--- src/sv/dfp_pkg.sv ---
// Shared types, codes and constants for the delimited decimal field parser.
// Used by dfp_core, dfp_queue and delimited_decimal_field_parser.
// No dependencies.
package dfp_pkg;

    // Result queue depth; a power of two, at least 2
    localparam int QUEUE_DEPTH = 4;

    // Configuration register indexes and reset values
    localparam logic CFG_DELIMITER  = 1'b0;
    localparam logic CFG_MAX_FIELDS = 1'b1;
    localparam logic [7:0] DELIMITER_RESET  = 8'd58;
    localparam logic [7:0] MAX_FIELDS_RESET = 8'd3;

    // Result codes
    localparam logic KIND_VALUE   = 1'b0;
    localparam logic KIND_OUTCOME = 1'b1;
    localparam logic STATUS_OK    = 1'b0;
    localparam logic STATUS_ERROR = 1'b1;

    // Character codes
    localparam logic [7:0] CH_TAB   = 8'd9;
    localparam logic [7:0] CH_CR    = 8'd13;
    localparam logic [7:0] CH_SPACE = 8'd32;
    localparam logic [7:0] CH_PLUS  = 8'd43;
    localparam logic [7:0] CH_MINUS = 8'd45;
    localparam logic [7:0] CH_ZERO  = 8'd48;
    localparam logic [7:0] CH_NINE  = 8'd57;

    // Magnitude saturates at 2^31
    localparam logic [31:0] MAG_CAP = 32'h8000_0000;
    localparam logic [31:0] INT_MAX = 32'h7FFF_FFFF;

    typedef enum logic [2:0] {
        PH_START,
        PH_LEADWS,
        PH_SIGNED,
        PH_DIGITS,
        PH_FAILED
    } phase_t;

    typedef struct packed {
        logic               kind;
        logic [7:0]         field_index;
        logic signed [31:0] value;
        logic               status;
        logic [8:0]         field_count;
        logic               last;
    } result_t;

    typedef struct packed {
        logic fire;
        logic fire_end;
        logic cleared;
    } core_stat_t;

    function automatic logic is_space(input logic [7:0] c);
        return (c == CH_SPACE) || ((c >= CH_TAB) && (c <= CH_CR));
    endfunction

    function automatic logic is_digit(input logic [7:0] c);
        return (c >= CH_ZERO) && (c <= CH_NINE);
    endfunction

endpackage

--- src/sv/dfp_queue.sv ---
// Result queue: takes up to two results per cycle, hands out one per transfer.
// Depends on dfp_pkg (result_t).
module dfp_queue #(
    parameter int DEPTH = dfp_pkg::QUEUE_DEPTH
) (
    input  logic                         clk,
    input  logic                         rst_n,
    input  logic [1:0]                   push_cnt,
    input  dfp_pkg::result_t             push0,
    input  dfp_pkg::result_t             push1,
    output logic                         room,
    output logic [$clog2(DEPTH):0]       level,
    output logic                         head_valid,
    output dfp_pkg::result_t             head,
    input  logic                         pop
);
    localparam int AW = $clog2(DEPTH);

    dfp_pkg::result_t mem [DEPTH];

    logic [AW-1:0] wr_ptr_reg, wr_ptr_next;
    logic [AW-1:0] rd_ptr_reg, rd_ptr_next;
    logic [AW:0]   count_reg, count_next;
    logic [AW-1:0] wr_ptr_plus1;
    logic          do_pop;

    assign do_pop       = pop && (count_reg != '0);
    assign wr_ptr_plus1 = AW'(wr_ptr_reg + 1'b1);

    always_comb
    begin
        wr_ptr_next = AW'(wr_ptr_reg + push_cnt);
        rd_ptr_next = do_pop ? AW'(rd_ptr_reg + 1'b1) : rd_ptr_reg;
        count_next  = (AW+1)'(count_reg + {{(AW-1){1'b0}}, push_cnt} - {{AW{1'b0}}, do_pop});
    end

    always_ff @(posedge clk or negedge rst_n)
    begin
        if (!rst_n)
        begin
            wr_ptr_reg <= '0;
            rd_ptr_reg <= '0;
            count_reg  <= '0;
        end
        else
        begin
            wr_ptr_reg <= wr_ptr_next;
            rd_ptr_reg <= rd_ptr_next;
            count_reg  <= count_next;
        end
    end

    always_ff @(posedge clk)
    begin
        if (push_cnt != 2'd0)
            mem[wr_ptr_reg] <= push0;
        if (push_cnt == 2'd2)
            mem[wr_ptr_plus1] <= push1;
    end

    // Keep two slots free so an end item that closes a number always fits
    assign room       = count_reg <= (AW+1)'(DEPTH - 2);
    assign level      = count_reg;
    assign head_valid = count_reg != '0;
    assign head       = mem[rd_ptr_reg];

endmodule

--- src/sv/dfp_core.sv ---
// Parser core: input register, configuration registers, parse state and
// the combinational parse step that produces up to two results.
// Depends on dfp_pkg.
module dfp_core (
    input  logic                 clk,
    input  logic                 rst_n,
    input  logic                 cfg_we,
    input  logic                 cfg_index,
    input  logic [7:0]           cfg_data,
    input  logic                 in_valid,
    output logic                 in_stall,
    input  logic [7:0]           character,
    input  logic                 is_end,
    input  logic                 room,
    output logic [1:0]           push_cnt,
    output dfp_pkg::result_t     res0,
    output dfp_pkg::result_t     res1,
    output dfp_pkg::core_stat_t  stat
);
    logic [7:0] delim_reg, maxf_reg;

    logic       v_reg, v_next;
    logic [7:0] char_reg;
    logic       end_reg;

    dfp_pkg::phase_t phase_reg, phase_next;
    logic [7:0]      cnt_reg, cnt_next;
    logic [31:0]     mag_reg, mag_next;
    logic            neg_reg, neg_next;

    logic        accept, fire;
    logic        c_space, c_digit, c_sign, c_delim, below_max;
    logic [31:0] mag_base, mag_add, sval;
    logic [35:0] mag_prod;
    dfp_pkg::phase_t bn_phase;
    logic            bn_neg;
    logic [31:0]     bn_mag;

    assign in_stall = v_reg && !room;
    assign accept   = in_valid && !in_stall;
    assign fire     = v_reg && room;
    assign v_next   = accept ? 1'b1 : (fire ? 1'b0 : v_reg);

    always_ff @(posedge clk or negedge rst_n)
    begin
        if (!rst_n)
        begin
            delim_reg <= dfp_pkg::DELIMITER_RESET;
            maxf_reg  <= dfp_pkg::MAX_FIELDS_RESET;
        end
        else if (cfg_we)
        begin
            case (cfg_index)
                dfp_pkg::CFG_DELIMITER:  delim_reg <= cfg_data;
                dfp_pkg::CFG_MAX_FIELDS: maxf_reg  <= cfg_data;
                default: ;
            endcase
        end
    end

    always_ff @(posedge clk)
    begin
        if (accept)
        begin
            char_reg <= character;
            end_reg  <= is_end;
        end
    end

    // Character classes
    assign c_space   = dfp_pkg::is_space(char_reg);
    assign c_digit   = dfp_pkg::is_digit(char_reg);
    assign c_sign    = (char_reg == dfp_pkg::CH_PLUS) || (char_reg == dfp_pkg::CH_MINUS);
    assign c_delim   = char_reg == delim_reg;
    assign below_max = cnt_reg < maxf_reg;

    // magnitude * 10 + digit, saturated at 2^31; a fresh number starts from zero
    assign mag_base = (phase_reg == dfp_pkg::PH_DIGITS) ? mag_reg : 32'd0;
    assign mag_prod = ({4'd0, mag_base} << 3) + ({4'd0, mag_base} << 1)
                    + {32'd0, char_reg[3:0]};
    assign mag_add  = (mag_prod > {4'd0, dfp_pkg::MAG_CAP}) ? dfp_pkg::MAG_CAP
                                                           : mag_prod[31:0];

    assign sval = neg_reg ? (32'd0 - mag_reg)
                          : ((mag_reg > dfp_pkg::INT_MAX) ? dfp_pkg::INT_MAX : mag_reg);

    // Start of a number after whitespace or at field start
    always_comb
    begin
        if (c_sign)
        begin
            bn_phase = dfp_pkg::PH_SIGNED;
            bn_neg   = char_reg == dfp_pkg::CH_MINUS;
            bn_mag   = 32'd0;
        end
        else if (c_digit)
        begin
            bn_phase = dfp_pkg::PH_DIGITS;
            bn_neg   = 1'b0;
            bn_mag   = mag_add;
        end
        else
        begin
            bn_phase = dfp_pkg::PH_FAILED;
            bn_neg   = 1'b0;
            bn_mag   = 32'd0;
        end
    end

    // Next state
    always_comb
    begin
        phase_next = phase_reg;
        cnt_next   = cnt_reg;
        mag_next   = mag_reg;
        neg_next   = neg_reg;
        if (fire)
        begin
            if (end_reg)
            begin
                phase_next = dfp_pkg::PH_START;
                cnt_next   = 8'd0;
                mag_next   = 32'd0;
                neg_next   = 1'b0;
            end
            else
            begin
                case (phase_reg)
                    dfp_pkg::PH_START:
                    begin
                        // Once the slots are used up, ignore everything until the end
                        if (below_max)
                        begin
                            if (c_delim)
                                cnt_next = 8'(cnt_reg + 1'b1);
                            else if (c_space)
                            begin
                                phase_next = dfp_pkg::PH_LEADWS;
                                mag_next   = 32'd0;
                                neg_next   = 1'b0;
                            end
                            else
                            begin
                                phase_next = bn_phase;
                                mag_next   = bn_mag;
                                neg_next   = bn_neg;
                            end
                        end
                    end
                    dfp_pkg::PH_LEADWS:
                    begin
                        if (!c_space)
                        begin
                            phase_next = bn_phase;
                            mag_next   = bn_mag;
                            neg_next   = bn_neg;
                        end
                    end
                    dfp_pkg::PH_SIGNED:
                    begin
                        if (c_digit)
                        begin
                            phase_next = dfp_pkg::PH_DIGITS;
                            mag_next   = mag_add;
                        end
                        else
                            phase_next = dfp_pkg::PH_FAILED;
                    end
                    dfp_pkg::PH_DIGITS:
                    begin
                        if (c_digit)
                            mag_next = mag_add;
                        else if (c_delim)
                        begin
                            if (below_max)
                                cnt_next = 8'(cnt_reg + 1'b1);
                            phase_next = dfp_pkg::PH_START;
                            mag_next   = 32'd0;
                            neg_next   = 1'b0;
                        end
                        else
                            phase_next = dfp_pkg::PH_FAILED;
                    end
                    default:
                        phase_next = dfp_pkg::PH_FAILED;
                endcase
            end
        end
    end

    // Results
    always_comb
    begin
        res0     = '0;
        res1     = '0;
        push_cnt = 2'd0;
        if (fire)
        begin
            if (end_reg)
            begin
                if (phase_reg == dfp_pkg::PH_DIGITS)
                begin
                    res0.kind        = dfp_pkg::KIND_VALUE;
                    res0.field_index = cnt_reg;
                    res0.value       = sval;
                    res0.last        = 1'b0;
                    res1.kind        = dfp_pkg::KIND_OUTCOME;
                    res1.status      = dfp_pkg::STATUS_OK;
                    res1.field_count = 9'({1'b0, cnt_reg} + 9'd1);
                    res1.last        = 1'b1;
                    push_cnt         = 2'd2;
                end
                else
                begin
                    res0.kind = dfp_pkg::KIND_OUTCOME;
                    res0.last = 1'b1;
                    if ((phase_reg == dfp_pkg::PH_LEADWS) || (phase_reg == dfp_pkg::PH_SIGNED)
                        || (phase_reg == dfp_pkg::PH_FAILED))
                        res0.status = dfp_pkg::STATUS_ERROR;
                    else
                    begin
                        res0.status      = dfp_pkg::STATUS_OK;
                        res0.field_count = 9'({1'b0, cnt_reg} + 9'd1);
                    end
                    push_cnt = 2'd1;
                end
            end
            else if ((phase_reg == dfp_pkg::PH_DIGITS) && !c_digit && c_delim)
            begin
                res0.kind        = dfp_pkg::KIND_VALUE;
                res0.field_index = cnt_reg;
                res0.value       = sval;
                res0.last        = 1'b1;
                push_cnt         = 2'd1;
            end
        end
    end

    always_ff @(posedge clk or negedge rst_n)
    begin
        if (!rst_n)
        begin
            v_reg     <= 1'b0;
            phase_reg <= dfp_pkg::PH_START;
            cnt_reg   <= 8'd0;
            mag_reg   <= 32'd0;
            neg_reg   <= 1'b0;
        end
        else
        begin
            v_reg     <= v_next;
            phase_reg <= phase_next;
            cnt_reg   <= cnt_next;
            mag_reg   <= mag_next;
            neg_reg   <= neg_next;
        end
    end

    assign stat.fire     = fire;
    assign stat.fire_end = fire && end_reg;
    assign stat.cleared  = (phase_reg == dfp_pkg::PH_START) && (cnt_reg == 8'd0)
                         && (mag_reg == 32'd0) && !neg_reg;

endmodule

--- src/sv/delimited_decimal_field_parser.sv ---
// Delimited decimal field parser, top level: parser core and result queue.
// Depends on dfp_pkg, dfp_core and dfp_queue.
//
// Takes one character per transfer and sustains one character per clock
// while the queue has room. A character is held in an input register,
// where the parse step (a multiply by ten and add on the 32-bit magnitude)
// runs, and its results go from there into a result queue of QUEUE_DEPTH
// entries, whose head is the output. An end item that closes a number
// gives two results (the value write and the outcome), so a waiting
// character is held and input stalled while the queue has fewer than two
// free entries, which costs nothing while the output drains every cycle.
module delimited_decimal_field_parser #(
    parameter int QUEUE_DEPTH = dfp_pkg::QUEUE_DEPTH
) (
    input  logic               clk,
    input  logic               rst_n,
    input  logic               cfg_we,
    input  logic               cfg_index,
    input  logic [7:0]         cfg_data,
    input  logic               in_valid,
    output logic               in_stall,
    input  logic [7:0]         character,
    input  logic               is_end,
    output logic               out_valid,
    input  logic               out_stall,
    output logic               kind,
    output logic [7:0]         field_index,
    output logic signed [31:0] value,
    output logic               status,
    output logic [8:0]         field_count,
    output logic               last
);
    logic [1:0]                   push_cnt;
    dfp_pkg::result_t             res0, res1, head;
    dfp_pkg::core_stat_t          stat;
    logic                         room;
    logic [$clog2(QUEUE_DEPTH):0] level;

    dfp_core u_core (
        .clk       (clk),
        .rst_n     (rst_n),
        .cfg_we    (cfg_we),
        .cfg_index (cfg_index),
        .cfg_data  (cfg_data),
        .in_valid  (in_valid),
        .in_stall  (in_stall),
        .character (character),
        .is_end    (is_end),
        .room      (room),
        .push_cnt  (push_cnt),
        .res0      (res0),
        .res1      (res1),
        .stat      (stat)
    );

    dfp_queue #(
        .DEPTH (QUEUE_DEPTH)
    ) u_queue (
        .clk        (clk),
        .rst_n      (rst_n),
        .push_cnt   (push_cnt),
        .push0      (res0),
        .push1      (res1),
        .room       (room),
        .level      (level),
        .head_valid (out_valid),
        .head       (head),
        .pop        (!out_stall)
    );

    assign kind        = head.kind;
    assign field_index = head.field_index;
    assign value       = head.value;
    assign status      = head.status;
    assign field_count = head.field_count;
    assign last        = head.last;

    a_queue_bound: assert property (@(posedge clk) disable iff (!rst_n)
        level <= ($clog2(QUEUE_DEPTH)+1)'(QUEUE_DEPTH))
        else $error("result queue over-filled");

    a_end_clears: assert property (@(posedge clk) disable iff (!rst_n)
        stat.fire_end |=> stat.cleared)
        else $error("parse state not cleared after end item");

    a_pair_order: assert property (@(posedge clk) disable iff (!rst_n)
        (push_cnt == 2'd2) |-> (!res0.last && res1.last
                                && (res1.kind == dfp_pkg::KIND_OUTCOME)))
        else $error("value write and outcome pushed out of order");

    a_outcome_last: assert property (@(posedge clk) disable iff (!rst_n)
        (out_valid && (kind == dfp_pkg::KIND_OUTCOME)) |-> last)
        else $error("outcome not marked last");

endmodule

--- config.mk ---
export PLATFORM = sky130hd
export DESIGN_NAME = delimited_decimal_field_parser
export DESIGN_NICKNAME = d
export VERILOG_FILES = /design/src/sv/dfp_pkg.sv /design/src/sv/dfp_queue.sv /design/src/sv/dfp_core.sv /design/src/sv/delimited_decimal_field_parser.sv
export SDC_FILE = /design/constraint.sdc
export NUM_CORES = 1
export LEC_CHECK = 0
export ABC_AREA = 1
export BUFFER_PORTS_ARGS = -buffer_cell sky130_fd_sc_hd__buf_2
export CORE_AREA = 8 8 232 234
export CTS_CLUSTER_SIZE = 10
export DETAILED_ROUTE_END_ITERATION = 16
export DIE_AREA = 0 0 240 242
export SLEW_MARGIN = 10
export SYNTH_ARGS = -nofsm -noshare
export SYNTH_HDL_FRONTEND = slang
export SYNTH_SLANG_ARGS = --single-unit
--- constraint.sdc ---
create_clock -name clk -period 3.85 [get_ports clk]
set_clock_uncertainty 0.2 [all_clocks]
set_input_delay 0.5775 -clock clk [delete_from_list [all_inputs] [get_ports clk]]
set_output_delay 0.5775 -clock clk [all_outputs]
set_load 0.01 [all_outputs]
* Word level (Yosys, flattened, before mapping)
Memories as Yosys holds them, arrays and structs flattened.
Index checks and enable logic that the tools add are counted.
W data, S select, Z words.
** Storage, ports and cells
- Register bits after elaboration :: 77
- Bits in writable memories :: 208
- Bits of input ports :: 23
- Output and inout port bits :: 54
- Logic and storage cells :: 147
- Memories :: 1
** Cells by class
- Add/sub/neg operators :: 10
- Magnitude comparators :: 8
- Equal/unequal tests :: 18
- Mux-type cells :: 68
- Bitwise gates (word level) :: 1
- Reduce and logical (&&, ||, !) cells :: 29
** Memories
- u_queue.mem :: depth 4, width 52, read ports 1, clocked after Yosys merged registers in 0, write ports 2, RTL line dfp_queue.sv:19 : dfp_pkg::result_t mem [DEPTH];
** Operator list (count)
- $mux W32 :: 14
- $pmux W32 S4 :: 1
- $mux W40 :: 2
- $mux W52 :: 1
- $mux W8 :: 6
- $mux W41 :: 1
- $add A35 B33 Y36 :: 1
- $add A36 B4 Y36 :: 1
- $gt A36 B32 Y1 const B :: 1
- $gt A32 B31 Y1 const B :: 1
- $sub A1 B32 Y32 const A :: 1
- $mux W10 :: 3
- $mux W3 :: 9
- $eq A8 B6 Y1 const B :: 3
- $mux W1 :: 22
- $mux W11 :: 2
- $reduce_and A7 Y1 :: 3
- $pmux W8 S2 :: 1
- $ne A3 B1 Y1 const B :: 5
- $pmux W3 S4 :: 1
- $add A8 B1 Y9 const B :: 1
- $mux W9 :: 1
- $ne A3 B2 Y1 const B :: 3
- $add A8 B1 Y8 const B :: 1
- other kinds (29) :: 49

* Longest topological paths before layout
- Depth in word-level cells :: 13
- Mapped depth :: 31
- Mapped depth without buffers :: 29

* By module
Synthesis repeated with hierarchy kept, for this count alone.
** Second synthesis, totals
- Cell total of the unflattened synthesis :: 2791
- Area, all modules :: 19969.2 µm²
** By module, submodules not included
- dfp_queue :: instances 1, cells an instance 1410, area an instance 11532.3 µm², seq. area each 6421.2 µm²
- dfp_core :: instances 1, cells an instance 1380, area an instance 8433.1 µm², seq. area each 1804.2 µm²
- delimited_decimal_field_parser :: instances 1, cells an instance 1, area an instance 3.8 µm², seq. area each 0.0 µm²

* Worst setup path after synthesis
No wires, ideal clock.
- Kind :: flip-flop to flip-flop
- Start :: register u_core.phase_reg[2]
- End :: register u_core.mag_reg[23]
- Library setup time :: 0.066 ns
- Arrival time :: 3.383 ns
- Data required time :: 3.584 ns
- Slack :: 0.201 ns
- Stages on the path, launching flop included :: 29
- Buffers on the path :: 2
- Period minus slack after synthesis :: 3.649 ns
- Cell sequence :: dfrtp_1 -> inv_2 -> nand2_1 -> nor2_4 -> inv_2 -> clkbuf_1 -> nor2_1 -> ha_1 -> ha_1 -> inv_1 -> fa_1 -> inv_1 -> nand3_1 -> nand2_1 -> nand2_1 -> nand2_1 -> nand2_1 -> nand2_1 -> nand2_1 -> nand2_1 -> nand2_1 -> nor2_1 -> nand2_1 -> nor2_1 -> nand2_1 -> nand2_2 -> buf_4 -> nand3_1 -> nand2_1
** On the way
- Longest elaborated chain between the ends :: 13
- Elaborated cells between the ends (all ways) :: 26
- Those cells by class :: add/sub: 2; order compare: 1; eq/ne: 8; mux: 12; reduce/logical: 3
** RTL lines
- start: declaration :: RTL line dfp_core.sv:26 : dfp_pkg::phase_t phase_reg, phase_next;
- start signal: assignment :: RTL line dfp_core.sv:244 : phase_reg <= dfp_pkg::PH_START;
- start signal: assignment :: RTL line dfp_core.sv:252 : phase_reg <= phase_next;
- $eq A3 B2 Y1 :: RTL line dfp_core.sv:78, dfp_core.sv:128
- $mux W32 :: RTL line dfp_core.sv:78 : assign mag_base = (phase_reg == dfp_pkg::PH_DIGITS) ? mag_reg : 32'd0;
- $add A35 B33 Y36 :: RTL line dfp_core.sv:79 : assign mag_prod = ({4'd0, mag_base} << 3) + ({4'd0, mag_base} << 1)
- $add A36 B4 Y36 :: RTL line dfp_core.sv:80 : + {32'd0, char_reg[3:0]};
- $gt A36 B32 Y1 :: RTL line dfp_core.sv:81 : assign mag_add = (mag_prod > {4'd0, dfp_pkg::MAG_CAP}) ? dfp_pkg::MAG_CAP
- $mux W32 :: RTL line dfp_core.sv:81
- $mux W32 :: RTL line dfp_core.sv:96 : else if (c_digit)
- $mux W32 :: RTL line dfp_core.sv:90 : if (c_sign)
- $mux W32 :: RTL line dfp_core.sv:136 : else if (c_space)
- $mux W32 :: RTL line dfp_core.sv:134 : if (c_delim)
- $mux W32 :: RTL line dfp_core.sv:132 : if (below_max)
- $pmux W32 S4 :: RTL line dfp_core.sv:128 : case (phase_reg)
- $mux W32 :: RTL line dfp_core.sv:119 : if (end_reg)
- end signal: assignment :: RTL line dfp_core.sv:254 : mag_reg <= mag_next;
- end: declaration :: RTL line dfp_core.sv:28 : logic [31:0] mag_reg, mag_next;
Several ways; a longest one is shown, not always the timed one. The select of a mux whose other input is x is not followed.
A chain may end at the register's enable or synchronous reset.

* Worst setup path in the final report
- Start :: register u_core.phase_reg[2]
- End :: register u_core.mag_reg[8]
Same word-level chain as after synthesis.

==> impl_metrics.ini <==
[run_status]
outcome = finished clean

[clock_network]
cts_max_level = 2
insertion_delay_ns = 0.50
cts_tree = done
clockBufferDepth = 3
cts_sinks = 285
clock-root-buffer = clkbuf_16
cts_hold_buf = 0
cts_buffers = 35
path_clk_slew_ns = 0.06

[yosys]
synth.most_common_cell = nand2_1
synthTopCellsByArea = dfxtp_1, nand2_1, edfxtp_1, dfrtp_1, o21ai_0
synth_area_per_cell_um2 = 6.98
synth_nets = 2438
synth_top_area_share_pct = 20.1
synthCells = 2337
seq_area_frac_synth_pct = 40.4
synth_commonest_cells = nand2_1, nor2_1, o21ai_0, inv_1, dfxtp_1
synth_cell_types = 49
synth_seq_cells = 285
ys_warn_count = 0
synth_edf_count = 53
synth_ff_type = dfxtp_1
yosysTopAreaCell = dfxtp_1
syn_area_um2 = 16300
async_flop_share_pct = 23.9

[global_route]
grt_pass1_vias = 15200
antenna_found_initial = 1
grt_pass1_wl_mm = 82.0
grt_overflow = 0
track_usage_pct = 17.1
grt_max_degree = 61

[finish]
final_area_um2 = 20500
utilization_pct = 40.6
syn2layout_area_growth_pct = 25.7
largest_reg_flops = 208
drive_above_1_share_pct = 20.1
final_nets = 2603

[setup_path]
cp.required_ns = 4.08
worst_ep_arrival_time_ns = 3.98
startpoint_type = register
critPathKind = register to register
endpoint_kind = register
critPathMaxFanout = 16

[sta]
maxSlewViolCount = 0
slew_headroom_pct = 27.2
fmax_mhz = 267
post-route-period-util_pct = 97.2
setup_viol = 0
final.min_clock_period_ns = 3.74
grt_setup_unrepaired = true
final-hold-violation-count = 0
worst_pin_slew_ns = 1.09

[die]
num_rows = 83
die-area_um2 = 58100
die_w_um = 240
dieHeight_um = 242
core-area_um2 = 50500
start_util_pct = 32.3
io_pins = 77

[power]
p_leak_nw = 9.19
ir_worst_vdd_v = 0.000374
p_per_area_nw_per_um2 = 485

[route]
antenna_left = 0
highest_layer = met4
num_vias = 16100
drt_iter0_markers = 1304
drcViolationCount = 0
avgRoutedWirePerCell_um = 16.5
viasPerCell = 5.04
wirelength_met1_mm = 24.2
wirelength_mm = 52.7
route.met3.wl_mm = 2.83
dr.pass1.iters = 5
wl_met2_mm = 24.6

[placed_design]
gp_congestion = 0.896
port_buffers = 76
hpwlAfterDp_mm = 37.2
placed_area_um2 = 18200

[min_path]
hold_path_class = input pin to async pin

[flow_run]
cap_viol_max_count = 0
timing repair:
action,CTS,global route
setup buffers,0,11
pin swaps,0,38
resized for setup,5,246
setup endpoints to repair,32,32
cloned,0,7
metrics by stage:
stage	std cells	TNS [ns]	total power, mW	hold slack (ns)	worst slack [ns]
floorplan	2337	0	5.65	0.0819	0.201
global placement	3127	-0.0313	6.93	0.229	-0.0313
detailed placement	3127	-0.876	6.97	0.235	-0.0599
CTS	3180	0	9.96	0.0295	0.0229
global route	3198	-2.05	10.5	0.0287	-0.0812
finish	3199	0	9.94	0.00841	0.109
worst paths after layout:
kind	slack (ns)	startpoint	end	depth (start not counted)
hold / removal	0.008	rst_n	u_queue.level[1]$_DFF_PN0_	1
max in group asynchronous	2.51	rst_n	u_core.mag_reg[25]$_DFFE_PN0P_	2
hold reg to reg	0.25	u_queue.mem[2][39]$_SDFFE_PP0P_	u_queue.mem[2][39]$_SDFFE_PP0P_	2
min in group clk	0.05	character[0]	u_core.char_reg[0]$_DFFE_PP_	1
setup reg to reg	0.11	u_core.phase_reg[2]$_DFFE_PN0P_	u_core.mag_reg[8]$_DFFE_PN0P_	25
setup / recovery	0.11	u_core.phase_reg[2]$_DFFE_PN0P_	u_core.mag_reg[8]$_DFFE_PN0P_	25
cells by family (layout without fill, tap and decap cells):
group                    Yosys count  in the layout  share of synthesized area (%)
XOR/XNOR                          14             14                          0.752
AO/OA/AOI/OAI                    444            444                           15.1
other                              0              1                              0
flip-flops                       285            285                           40.4
adder cells (fa/ha/maj)           78             78                           6.07
AND/OR/NAND/NOR                 1183           1183                           29.7
buffers and inverters            333            514                           8.02
power by group:
part	total [mW]	internal, mW	switching, mW	leakage (nW)
Sequential	3.41	3.27	0.139	2.70
Combinational	3.54	1.06	2.49	6.00
Clock	2.99	1.79	1.20	0.493
Total	9.94	6.11	3.82	9.19
area by class of cell:
cell class | instances | area, um2
Fill cell | 5226 | 30000
Multi-Input combinational cell | 1719 | 9480
Sequential cell | 285 | 6590
Timing Repair Buffer | 225 | 1680
Clock buffer | 50 | 1010
Inverter | 236 | 891
Tap cell | 680 | 851
Clock inverter | 3 | 11.3
Antenna cell | 1 | 2.50
critical path, cell delays in order, from the launching register on:
cell      delay, ns
dfrtp_1        0.39
inv_2          0.08
nand2_4        0.06
nor2_4         0.14
clkinv_4       0.13
buf_12         0.18
nor2_4         0.12
buf_4          0.12
ha_1           0.25
ha_4           0.31
nand2_2        0.07
buf_4          0.13
nor2_2         0.13
inv_1          0.08
nor2_2         0.13
nor2_4         0.07
nor2_2         0.09
nor2_1         0.06
nand3_1        0.09
nand2_2        0.07
nor2_2         0.11
nand2_2        0.09
nor2_4         0.22
buf_12         0.18
nand3_1        0.09
nand2_1        0.06
per-layer routing:
metal	global-route usage, %	vias up
met3	2.14	70
met4	4.41	0
met1	23.7	7590
met2	27.7	461
li1	-	7989
met5	0	-
cells in the final DEF (no fill, tap or decap), types with 44 or more instances in the layout:
cell / count
nand2_1: 582
nor2_1: 265
o21ai_0: 249
inv_1: 213
dfxtp_1: 164
buf_4: 134
nand3_1: 119
buf_2: 76
dfrtp_1: 61
o22ai_1: 54
edfxtp_1: 53
nand2_2: 50
ha_1: 44
(Power assumes the default switching activity.)
